===== config.mk =====
export PLATFORM = sky130hd
export DESIGN_NAME = serial_pulse_command_parser
export DESIGN_NICKNAME = d
export VERILOG_FILES = /design/src/hdl/spcp_pkg.sv /design/src/hdl/serial_pulse_command_parser.sv /design/src/hdl/spcp_fifo.sv /design/src/hdl/spcp_front.sv /design/src/hdl/spcp_back.sv
export VERILOG_INCLUDE_DIRS = /design/src /design/src/hdl
export SDC_FILE = /design/constraint.sdc
export NUM_CORES = 1
export LEC_CHECK = 0
export ABC_AREA = 0
export BUFFER_PORTS_ARGS = -buffer_cell sky130_fd_sc_hd__buf_2
export CAP_MARGIN = 20
export CORE_MARGIN = 8
export CORE_UTILIZATION = 51
export CTS_BUF_LIST = sky130_fd_sc_hd__clkbuf_2 sky130_fd_sc_hd__clkbuf_4 sky130_fd_sc_hd__clkbuf_8
export DETAILED_ROUTE_END_ITERATION = 6
export PLACE_DENSITY = 0.7
export SYNTH_ARGS = -nofsm -noshare
export SYNTH_HDL_FRONTEND = slang
export SYNTH_SLANG_ARGS = --single-unit

===== constraint.sdc =====
create_clock -name i_clk -period 5.7 [get_ports i_clk]
set_input_delay 0.285 -clock i_clk [delete_from_list [all_inputs] [get_ports i_clk]]
set_output_delay 0.285 -clock i_clk [all_outputs]
set_load 0.005 [all_outputs]

===== src/hdl/serial_pulse_command_parser_macros.svh =====
// assertion macros of the serial pulse command parser, used by the pulse timer
`ifndef SERIAL_PULSE_COMMAND_PARSER_MACROS_SVH
`define SERIAL_PULSE_COMMAND_PARSER_MACROS_SVH

// same-cycle implication, checked out of reset
`define SPCP_ASSERT_NOW(label, clk, rst_n, ante, cons) \
    label: assert property (@(posedge clk) disable iff (!(rst_n)) (ante) |-> (cons)) \
        else $error("spcp assertion failed");

// next-cycle implication, checked out of reset
`define SPCP_ASSERT_NEXT(label, clk, rst_n, ante, cons) \
    label: assert property (@(posedge clk) disable iff (!(rst_n)) (ante) |=> (cons)) \
        else $error("spcp assertion failed");

`endif


===== src/hdl/spcp_pkg.sv =====
// types, character codes and constants of the serial pulse command parser
package spcp_pkg;

    typedef struct packed {
        logic       mode;
        logic [7:0] rx_byte;
    } t_item;

    typedef struct packed {
        logic [7:0] drive_level;
        logic       pulse_event;
    } t_result;

    // command passed from the parser to the pulse timer
    typedef struct packed {
        logic        is_tick;
        logic [7:0]  intensity;
        logic [15:0] duration;
    } t_cmd;

    typedef struct packed {
        logic [15:0] max_duration;
        logic [7:0]  line_limit;
    } t_cfg;

    localparam logic MODE_BYTE = 1'b0;
    localparam logic MODE_TICK = 1'b1;

    localparam logic EVT_START = 1'b0;
    localparam logic EVT_END   = 1'b1;

    localparam logic REG_MAX_DURATION = 1'b0;
    localparam logic REG_LINE_LIMIT   = 1'b1;

    localparam logic [15:0] MAX_DURATION_RESET = 16'd1000;
    localparam logic [7:0]  LINE_LIMIT_RESET   = 8'd63;
    localparam logic [16:0] ACC_MAX            = 17'd131071;
    localparam logic [7:0]  INTENSITY_MAX      = 8'd255;

    localparam logic [7:0] CHAR_LF    = 8'h0A;
    localparam logic [7:0] CHAR_CR    = 8'h0D;
    localparam logic [7:0] CHAR_TAB   = 8'h09;
    localparam logic [7:0] CHAR_VT    = 8'h0B;
    localparam logic [7:0] CHAR_FF    = 8'h0C;
    localparam logic [7:0] CHAR_SPACE = 8'h20;
    localparam logic [7:0] CHAR_PLUS  = 8'h2B;
    localparam logic [7:0] CHAR_COMMA = 8'h2C;
    localparam logic [7:0] CHAR_MINUS = 8'h2D;
    localparam logic [7:0] CHAR_ZERO  = 8'h30;
    localparam logic [7:0] CHAR_NINE  = 8'h39;
    localparam logic [7:0] CHAR_P     = 8'h50;

    function automatic logic is_ws(input logic [7:0] c);
        return (c == CHAR_SPACE) || (c == CHAR_TAB) || (c == CHAR_VT) || (c == CHAR_FF);
    endfunction

    function automatic logic is_digit(input logic [7:0] c);
        return (c >= CHAR_ZERO) && (c <= CHAR_NINE);
    endfunction

endpackage


===== src/hdl/serial_pulse_command_parser.sv =====
// top level of the serial pulse command parser: config registers, parser, queue, timer
// The block takes one item (a received byte or a millisecond tick) per clock cycle while full
// is low and gives at most one result per item, in item order, from a one-entry result register.
// Every item runs through the line parser in the cycle it is accepted; ticks and completed
// command lines then enter a QUEUE_DEPTH-entry command queue, and the pulse timer behind
// it retires one command per cycle unless its result must wait for the result register;
// each result passes through the queue and then the result register. full rises only
// when that command queue is full, which happens when results are left waiting on the
// result side, and while it is high every item waits, bytes included. Configuration
// registers: max_duration at byte address 0, line_limit at byte address 4.
module serial_pulse_command_parser #(
    parameter int QUEUE_DEPTH = 4
) (
    input  logic               i_clk,
    input  logic               i_rst_n,
    input  logic               psel,
    input  logic               penable,
    input  logic               pwrite,
    input  logic [2:0]         paddr,
    input  logic [31:0]        pwdata,
    output logic [31:0]        prdata,
    output logic               pready,
    input  logic               push,
    output logic               full,
    input  spcp_pkg::t_item    i_item,
    output logic               empty,
    input  logic               pop,
    output spcp_pkg::t_result  o_result
);
    spcp_pkg::t_cfg  r_cfg;
    logic            cfg_write;
    logic            q_push, q_full, q_pop, q_empty;
    spcp_pkg::t_cmd  q_cmd, q_head;

    assign pready    = 1'b1;
    assign cfg_write = psel && penable && pwrite && pready;
    assign full      = q_full;

    always_comb begin
        if (paddr[2] == spcp_pkg::REG_MAX_DURATION) begin
            prdata = {16'd0, r_cfg.max_duration};
        end else begin
            prdata = {24'd0, r_cfg.line_limit};
        end
    end

    always_ff @(posedge i_clk) begin
        if (!i_rst_n) begin
            r_cfg <= '{max_duration: spcp_pkg::MAX_DURATION_RESET,
                       line_limit:   spcp_pkg::LINE_LIMIT_RESET};
        end else if (cfg_write) begin
            if (paddr[2] == spcp_pkg::REG_MAX_DURATION) begin
                r_cfg.max_duration <= pwdata[15:0];
            end else begin
                r_cfg.line_limit <= pwdata[7:0];
            end
        end
    end

    spcp_front u_front (
        .i_clk    (i_clk),
        .i_rst_n  (i_rst_n),
        .i_cfg    (r_cfg),
        .i_push   (push),
        .i_item   (i_item),
        .i_q_full (q_full),
        .o_q_push (q_push),
        .o_q_cmd  (q_cmd)
    );

    spcp_fifo #(
        .DEPTH (QUEUE_DEPTH)
    ) u_queue (
        .i_clk   (i_clk),
        .i_rst_n (i_rst_n),
        .i_push  (q_push),
        .i_data  (q_cmd),
        .o_full  (q_full),
        .i_pop   (q_pop),
        .o_empty (q_empty),
        .o_head  (q_head)
    );

    spcp_back u_back (
        .i_clk     (i_clk),
        .i_rst_n   (i_rst_n),
        .i_q_empty (q_empty),
        .i_q_head  (q_head),
        .o_q_pop   (q_pop),
        .o_empty   (empty),
        .i_pop     (pop),
        .o_result  (o_result)
    );

endmodule


===== src/hdl/spcp_fifo.sv =====
// small command queue between the line parser and the pulse timer
module spcp_fifo #(
    parameter int DEPTH = 4
) (
    input  logic               i_clk,
    input  logic               i_rst_n,
    input  logic               i_push,
    input  spcp_pkg::t_cmd     i_data,
    output logic               o_full,
    input  logic               i_pop,
    output logic               o_empty,
    output spcp_pkg::t_cmd     o_head
);
    localparam int PTR_W = (DEPTH > 1) ? $clog2(DEPTH) : 1;
    localparam int CNT_W = $clog2(DEPTH + 1);

    spcp_pkg::t_cmd    r_mem [DEPTH];
    logic [PTR_W-1:0]  r_wr_ptr, n_wr_ptr;
    logic [PTR_W-1:0]  r_rd_ptr, n_rd_ptr;
    logic [CNT_W-1:0]  r_count, n_count;
    logic              do_push, do_pop;

    assign o_full  = (r_count == CNT_W'(DEPTH));
    assign o_empty = (r_count == '0);
    assign o_head  = r_mem[r_rd_ptr];
    assign do_push = i_push && !o_full;
    assign do_pop  = i_pop && !o_empty;

    always_comb begin
        n_wr_ptr = r_wr_ptr;
        n_rd_ptr = r_rd_ptr;
        n_count  = r_count;
        if (do_push) begin
            n_wr_ptr = (r_wr_ptr == PTR_W'(DEPTH - 1)) ? '0 : r_wr_ptr + 1'b1;
        end
        if (do_pop) begin
            n_rd_ptr = (r_rd_ptr == PTR_W'(DEPTH - 1)) ? '0 : r_rd_ptr + 1'b1;
        end
        if (do_push && !do_pop) begin
            n_count = r_count + 1'b1;
        end else if (do_pop && !do_push) begin
            n_count = r_count - 1'b1;
        end
    end

    always_ff @(posedge i_clk) begin
        if (!i_rst_n) begin
            r_wr_ptr <= '0;
            r_rd_ptr <= '0;
            r_count  <= '0;
        end else begin
            r_wr_ptr <= n_wr_ptr;
            r_rd_ptr <= n_rd_ptr;
            r_count  <= n_count;
        end
    end

    always_ff @(posedge i_clk) begin
        if (do_push) begin
            r_mem[r_wr_ptr] <= i_data;
        end
    end

endmodule


===== src/hdl/spcp_front.sv =====
// line parser: takes bytes and ticks, turns complete command lines into start commands
module spcp_front (
    input  logic               i_clk,
    input  logic               i_rst_n,
    input  spcp_pkg::t_cfg     i_cfg,
    input  logic               i_push,
    input  spcp_pkg::t_item    i_item,
    input  logic               i_q_full,
    output logic               o_q_push,
    output spcp_pkg::t_cmd     o_q_cmd
);
    typedef enum logic [3:0] {
        PH_LEAD,
        PH_GOT_P,
        PH_HAND,
        PH_INT_WS,
        PH_INT_NUM,
        PH_INT_SKIP,
        PH_DUR_WS,
        PH_DUR_NUM,
        PH_DUR_SKIP
    } t_phase;

    t_phase       r_phase, n_phase;
    logic [7:0]   r_kept, n_kept;
    logic         r_invalid, n_invalid;
    logic [16:0]  r_acc, n_acc;
    logic         r_neg, n_neg;
    logic [7:0]   r_intensity, n_intensity;

    logic         accept;
    logic [7:0]   c;
    logic [20:0]  acc_sum;
    logic [16:0]  digit_acc;
    logic [15:0]  dur_top;
    logic [15:0]  dur;
    logic         line_ok;
    logic         in_int;

    assign accept = i_push && !i_q_full;
    assign c      = i_item.rx_byte;
    assign in_int = (r_phase == PH_INT_WS) || (r_phase == PH_INT_NUM)
                 || (r_phase == PH_INT_SKIP);

    // acc * 10 + digit, saturated
    assign acc_sum   = {1'b0, r_acc, 3'b000} + {3'b000, r_acc, 1'b0} + {17'd0, c[3:0]};
    assign digit_acc = (acc_sum > {4'd0, spcp_pkg::ACC_MAX}) ? spcp_pkg::ACC_MAX
                                                             : acc_sum[16:0];

    assign dur_top = (i_cfg.max_duration == '0) ? 16'd1 : i_cfg.max_duration;
    assign line_ok = !r_invalid && ((r_phase == PH_DUR_WS) || (r_phase == PH_DUR_NUM)
                                 || (r_phase == PH_DUR_SKIP));

    always_comb begin
        if (r_neg || (r_acc == '0)) begin
            dur = 16'd1;
        end else if (r_acc > {1'b0, dur_top}) begin
            dur = dur_top;
        end else begin
            dur = r_acc[15:0];
        end
    end

    always_comb begin
        n_phase     = r_phase;
        n_kept      = r_kept;
        n_invalid   = r_invalid;
        n_acc       = r_acc;
        n_neg       = r_neg;
        n_intensity = r_intensity;
        o_q_push    = 1'b0;
        o_q_cmd     = '{is_tick: 1'b1, intensity: '0, duration: '0};

        if (accept) begin
            if (i_item.mode == spcp_pkg::MODE_TICK) begin
                o_q_push = 1'b1;
            end else if (c == spcp_pkg::CHAR_CR) begin
                // carriage return dropped
            end else if (c == spcp_pkg::CHAR_LF) begin
                n_phase   = PH_LEAD;
                n_kept    = '0;
                n_invalid = 1'b0;
                n_acc     = '0;
                n_neg     = 1'b0;
                if (line_ok) begin
                    o_q_push = 1'b1;
                    o_q_cmd  = '{is_tick: 1'b0, intensity: r_intensity, duration: dur};
                end
            end else if (r_kept < i_cfg.line_limit) begin
                n_kept = r_kept + 1'b1;
                if (!r_invalid) begin
                    if (in_int && (c == spcp_pkg::CHAR_COMMA)) begin
                        // intensity field complete
                        if (r_neg) begin
                            n_intensity = '0;
                        end else if (r_acc > {9'd0, spcp_pkg::INTENSITY_MAX}) begin
                            n_intensity = spcp_pkg::INTENSITY_MAX;
                        end else begin
                            n_intensity = r_acc[7:0];
                        end
                        n_acc   = '0;
                        n_neg   = 1'b0;
                        n_phase = PH_DUR_WS;
                    end else begin
                        case (r_phase)
                            PH_LEAD: begin
                                if (spcp_pkg::is_ws(c)) begin
                                    n_phase = PH_LEAD;
                                end else if (c == spcp_pkg::CHAR_P) begin
                                    n_phase = PH_GOT_P;
                                end else begin
                                    n_invalid = 1'b1;
                                end
                            end
                            PH_GOT_P: begin
                                if (c == spcp_pkg::CHAR_COMMA) begin
                                    n_phase = PH_HAND;
                                end else begin
                                    n_invalid = 1'b1;
                                end
                            end
                            PH_HAND: begin
                                if (c == spcp_pkg::CHAR_COMMA) begin
                                    n_phase = PH_INT_WS;
                                end
                            end
                            PH_INT_WS, PH_DUR_WS: begin
                                if (spcp_pkg::is_ws(c)) begin
                                    n_phase = r_phase;
                                end else if (c == spcp_pkg::CHAR_PLUS) begin
                                    n_phase = in_int ? PH_INT_NUM : PH_DUR_NUM;
                                end else if (c == spcp_pkg::CHAR_MINUS) begin
                                    n_neg   = 1'b1;
                                    n_phase = in_int ? PH_INT_NUM : PH_DUR_NUM;
                                end else if (spcp_pkg::is_digit(c)) begin
                                    n_acc   = digit_acc;
                                    n_phase = in_int ? PH_INT_NUM : PH_DUR_NUM;
                                end else begin
                                    n_phase = in_int ? PH_INT_SKIP : PH_DUR_SKIP;
                                end
                            end
                            PH_INT_NUM, PH_DUR_NUM: begin
                                if (spcp_pkg::is_digit(c)) begin
                                    n_acc = digit_acc;
                                end else begin
                                    n_phase = in_int ? PH_INT_SKIP : PH_DUR_SKIP;
                                end
                            end
                            default: begin
                                n_phase = r_phase;
                            end
                        endcase
                    end
                end
            end
        end
    end

    always_ff @(posedge i_clk) begin
        if (!i_rst_n) begin
            r_phase     <= PH_LEAD;
            r_kept      <= '0;
            r_invalid   <= 1'b0;
            r_acc       <= '0;
            r_neg       <= 1'b0;
            r_intensity <= '0;
        end else begin
            r_phase     <= n_phase;
            r_kept      <= n_kept;
            r_invalid   <= n_invalid;
            r_acc       <= n_acc;
            r_neg       <= n_neg;
            r_intensity <= n_intensity;
        end
    end

endmodule


===== src/hdl/spcp_back.sv =====
// pulse timer: runs start and tick commands, holds the result register
`include "serial_pulse_command_parser_macros.svh"

module spcp_back (
    input  logic               i_clk,
    input  logic               i_rst_n,
    input  logic               i_q_empty,
    input  spcp_pkg::t_cmd     i_q_head,
    output logic               o_q_pop,
    output logic               o_empty,
    input  logic               i_pop,
    output spcp_pkg::t_result  o_result
);
    logic [15:0]        r_remaining, n_remaining;
    logic               r_active, n_active;
    logic               r_out_valid, n_out_valid;
    spcp_pkg::t_result  r_out, n_out;

    logic               out_taken;
    logic               out_space;
    logic               emits;
    logic [15:0]        rem_dec;

    assign out_taken = i_pop && r_out_valid;
    assign out_space = !r_out_valid || i_pop;
    assign rem_dec   = (r_remaining != '0) ? r_remaining - 1'b1 : '0;
    // a tick only produces a result when it ends the pulse
    assign emits     = !i_q_head.is_tick || (r_active && (rem_dec == '0));
    assign o_q_pop   = !i_q_empty && (!emits || out_space);
    assign o_empty   = !r_out_valid;
    assign o_result  = r_out;

    always_comb begin
        n_remaining = r_remaining;
        n_active    = r_active;
        n_out       = r_out;
        n_out_valid = r_out_valid && !out_taken;
        if (o_q_pop) begin
            if (i_q_head.is_tick) begin
                if (r_active) begin
                    n_remaining = rem_dec;
                    if (rem_dec == '0) begin
                        n_active    = 1'b0;
                        n_out       = '{drive_level: '0, pulse_event: spcp_pkg::EVT_END};
                        n_out_valid = 1'b1;
                    end
                end
            end else begin
                n_remaining = i_q_head.duration;
                n_active    = 1'b1;
                n_out       = '{drive_level: i_q_head.intensity,
                                pulse_event: spcp_pkg::EVT_START};
                n_out_valid = 1'b1;
            end
        end
    end

    always_ff @(posedge i_clk) begin
        if (!i_rst_n) begin
            r_remaining <= '0;
            r_active    <= 1'b0;
            r_out_valid <= 1'b0;
        end else begin
            r_remaining <= n_remaining;
            r_active    <= n_active;
            r_out_valid <= n_out_valid;
        end
    end

    always_ff @(posedge i_clk) begin
        r_out <= n_out;
    end

    `SPCP_ASSERT_NOW(a_end_level_zero, i_clk, i_rst_n,
        r_out_valid && (r_out.pulse_event == spcp_pkg::EVT_END), r_out.drive_level == '0)
    `SPCP_ASSERT_NOW(a_active_has_time, i_clk, i_rst_n, r_active, r_remaining != '0)
    `SPCP_ASSERT_NEXT(a_start_arms_timer, i_clk, i_rst_n,
        o_q_pop && !i_q_head.is_tick, r_active && r_out_valid)

endmodule


==> metrics.txt <==
TritonCTS clock tree=yes; H-tree depth=4; Worst EP arrival=4.26 ns; drt first pass iters=5; Starting Density=52.06%; switching part of the total=36.20%; startpoint type of the worst setup path=flip-flop; Fmax achieved=260.1 MHz; setup_tns=0 ns; Setup violations, final=0; Comb power frac=33.5%; Lkg Pwr=0.004817 µW; initial antenna violation count=0; PwrDens=336.9 mW/mm²; Final Slew Violations=0; chip height=162.7 µm; Mapped Area=0.01098 mm²; DRC=0; IO Count=95; first-pass GRT wire length=39.50 mm; FP Rows=53; post-synthesis area per instance=10.25 µm²; DR iter-0 viols=485; VDD IR max=0.1543 mV; actual slew at the worst max-slew pin=0.9484 ns; Main synth FF type=edfxtp_1; WP data required=6.11 ns; post-detailed-routing wire length=23.81 mm; status=completed; Worst-Skew Late Latency=0.48 ns; die width=162.7 µm; Antenna Cells=0; RSZ-0062 raised after global routing=no; worst setup margin=1.855 ns; crit path max fanout=6; Yosys reg bits=199; DIE AREA=0.02648 mm²; drt wl/cell=17.04 µm; fraction of layout cells with a size suffix above 1=13.64%; min Tclk post-route=3.845 ns; CTS clk-pin slew, worst paths=0.11 ns; Root Buffer=clkbuf_8; post-synthesis sequential area ratio=46.23%; Core ar.=0.02109 mm²; total grt overflow=0; Port Buffer Count=59; Layout area overhead=7.648%; clk buf depth=2; final worst-path cycle share=67.46%; via/cell ratio=5.719; CTS sink count=199; distinct cell type count after synthesis=75; type of the worst setup path=flip-flop to flip-flop; Gate Count Post-Synth=1071; max_cap viols=0; setup bufs post-CTS=0; Sw Pwr=1441 µW; routability cong.=0.8520; Hold Crit Class=primary input to flip-flop; Post-synth EDFFs=109; Fill cells=1859; Async SR Flop Fraction=0%; TritonCTS Buffers=17; Fin. Hold Viols=0; register share of total power=44.6%; hold buffers post-CTS=0; post_cts resized=0; post-place setup slack=1.818 ns; largest net degree at the start of global routing=56; Final #Nets=1230; CP endpoint kind=flip-flop; ANT nets after route=0; vias in the first global route=7862; relative slew slack=36.78%; routed vias=7990; Pint=2540 µW; Clock Skews=0.01540 ns; yosys warns=0; GRT Resource Usage Total=18.37%; post-DP HPWL=17.21 mm; Clock Power Share=21.9%
[synth_stat cells (all sizes together) (7+ instances only)]
master / n / area [µm²]
edfxtp: 109 / 3273
nor2: 100 / 375.4
nand2: 91 / 341.6
dfxtp: 90 / 1802
a21oi: 79 / 399.1
ha: 67 / 838.3
inv: 54 / 202.7
o21ai: 47 / 235.2
clkbuf: 38 / 142.6
mux2i: 33 / 330.3
buf: 29 / 195.2
nor3: 29 / 175.2
mux4: 24 / 540.5
and2: 23 / 143.9
nand3: 19 / 95.09
and3: 16 / 101.4
nor4: 16 / 115.1
o211ai: 16 / 120.1
xor2: 15 / 131.4
a211oi: 14 / 115.1
or3: 14 / 87.58
xnor2: 14 / 122.6
nand2b: 11 / 68.82
a21o: 10 / 75.07
nand4: 10 / 62.56
nor2b: 8 / 50.05
o21a: 7 / 52.55
or4: 7 / 56.30
[worst max-delay path: stages, from the launching register on]
cell and delay, ns:
dfxtp_1 0.35, or4_1 0.65, or4_4 0.47, a2111oi_2 0.34, and4_1 0.28, a2111oi_0 0.11
nor2_1 0.29, ha_1 0.24, inv_1 0.07, fa_1 0.38, xor2_1 0.16, or3_1 0.30
a21oi_1 0.14
[routing by layer]
metal | track usage (%) | wire [µm] | vias to the layer above
met3 | 3.615 | 1099 | 17
met4 | 5.213 | 231 | 0
met1 | 24.14 | 11090 | 3832
met2 | 30.31 | 11390 | 172
met5 | 0 | 0 | -
li1 | - | - | 3969
[per-stage QoR]
| step | power [µW] | cell area (µm²) | util [%] | std cells | hold slack [ns] |
|---|---|---|---|---|---|
| 3_3_place_gp | 3133 | 11420 | 54.17 | 1364 | 0.4587 |
| 3_5_place_dp | 3151 | 11420 | 54.17 | 1364 | 0.4704 |
| 4_1_cts | 4010 | 11800 | 55.95 | 1396 | 0.01572 |
| 6_report | 3981 | 11820 | 56.04 | 1397 | 0.03965 |
| 5_1_grt | 4252 | 11820 | 56.04 | 1397 | 0.006162 |
| 2_1_floorplan | 2876 | 11030 | - | 1086 | 0.4090 |
[power groups by stage]
stage,logic (µW),registers [µW],clock network [µW]
2_1_floorplan,1130,1750,0
3_3_place_gp,1330,1800,0
3_5_place_dp,1340,1810,0
4_1_cts,1350,1780,887
5_1_grt,1510,1800,941
6_report,1330,1780,871
[cells by family after synthesis]
| family | Yosys count | share of synthesized area [%] |
|---|---|---|
| AO/OA/AOI/OAI | 228 | 13.36 |
| flip-flops | 199 | 46.23 |
| XOR/XNOR | 29 | 2.314 |
| other | 2 | 0.06841 |
| buffers and inverters | 121 | 4.924 |
| adder cells (fa/ha/maj) | 72 | 8.366 |
| multiplexers | 60 | 8.240 |
| AND/OR/NAND/NOR | 360 | 16.50 |
[flip-flops by register name, summed over array words and instances, names as in the netlist, named ones only]
| signal | cells |
|---|---|
| u_queue.r_mem | 100 |
| r_cfg | 24 |
| u_front.r_acc | 17 |
| u_back.r_remaining | 16 |
| u_back.o_result | 9 |
| u_front.r_intensity | 8 |
| u_front.r_kept | 8 |
| u_front.r_phase | 4 |
| u_queue.r_count | 3 |
| u_queue.r_rd_ptr | 2 |
| u_queue.r_wr_ptr | 2 |
| u_back.r_active | 1 |
| u_back.r_out_valid | 1 |
| u_front.r_invalid | 1 |
| u_front.r_neg | 1 |
[path summary, 6_finish.rpt]
check                                      startpoint                  to  slack [ns]  cells past startpoint
worst min-delay path                       pwdata[13]           r_cfg[21]        0.04                      3
worst max register to register  u_back.r_remaining[0]  u_queue.r_count[2]        1.85                     12
worst max-delay path            u_back.r_remaining[0]  u_queue.r_count[2]        1.85                     12
worst min register to register               r_cfg[6]            r_cfg[6]        0.49                      2
[cell usage in the layout, fill, tap and decap left out, types with 16 or more instances in the layout]
cell type	n
a21oi_1	78
and2_1	23
buf_2	59
clkbuf_8	17
conb_1	17
dfxtp_1	89
edfxtp_1	109
ha_1	67
inv_1	52
mux2i_1	33
mux4_2	24
nand2_1	91
nand3_1	19
nor2_1	100
nor3_1	23
o211ai_1	16
o21ai_0	44
[final cells by class]
type | count | area [µm²] | area share, %
timing repair buffer | 71 | 397.9 | 3.367
tap | 275 | 344.1 | 2.912
clock buffer | 18 | 241.5 | 2.043
sequential | 199 | 5076 | 42.95
multi-input combinational | 766 | 5423 | 45.89
clock inverter | 14 | 132.6 | 1.122
inverter | 54 | 202.7 | 1.715
No activity file was read; power rests on OpenSTA's default activity.
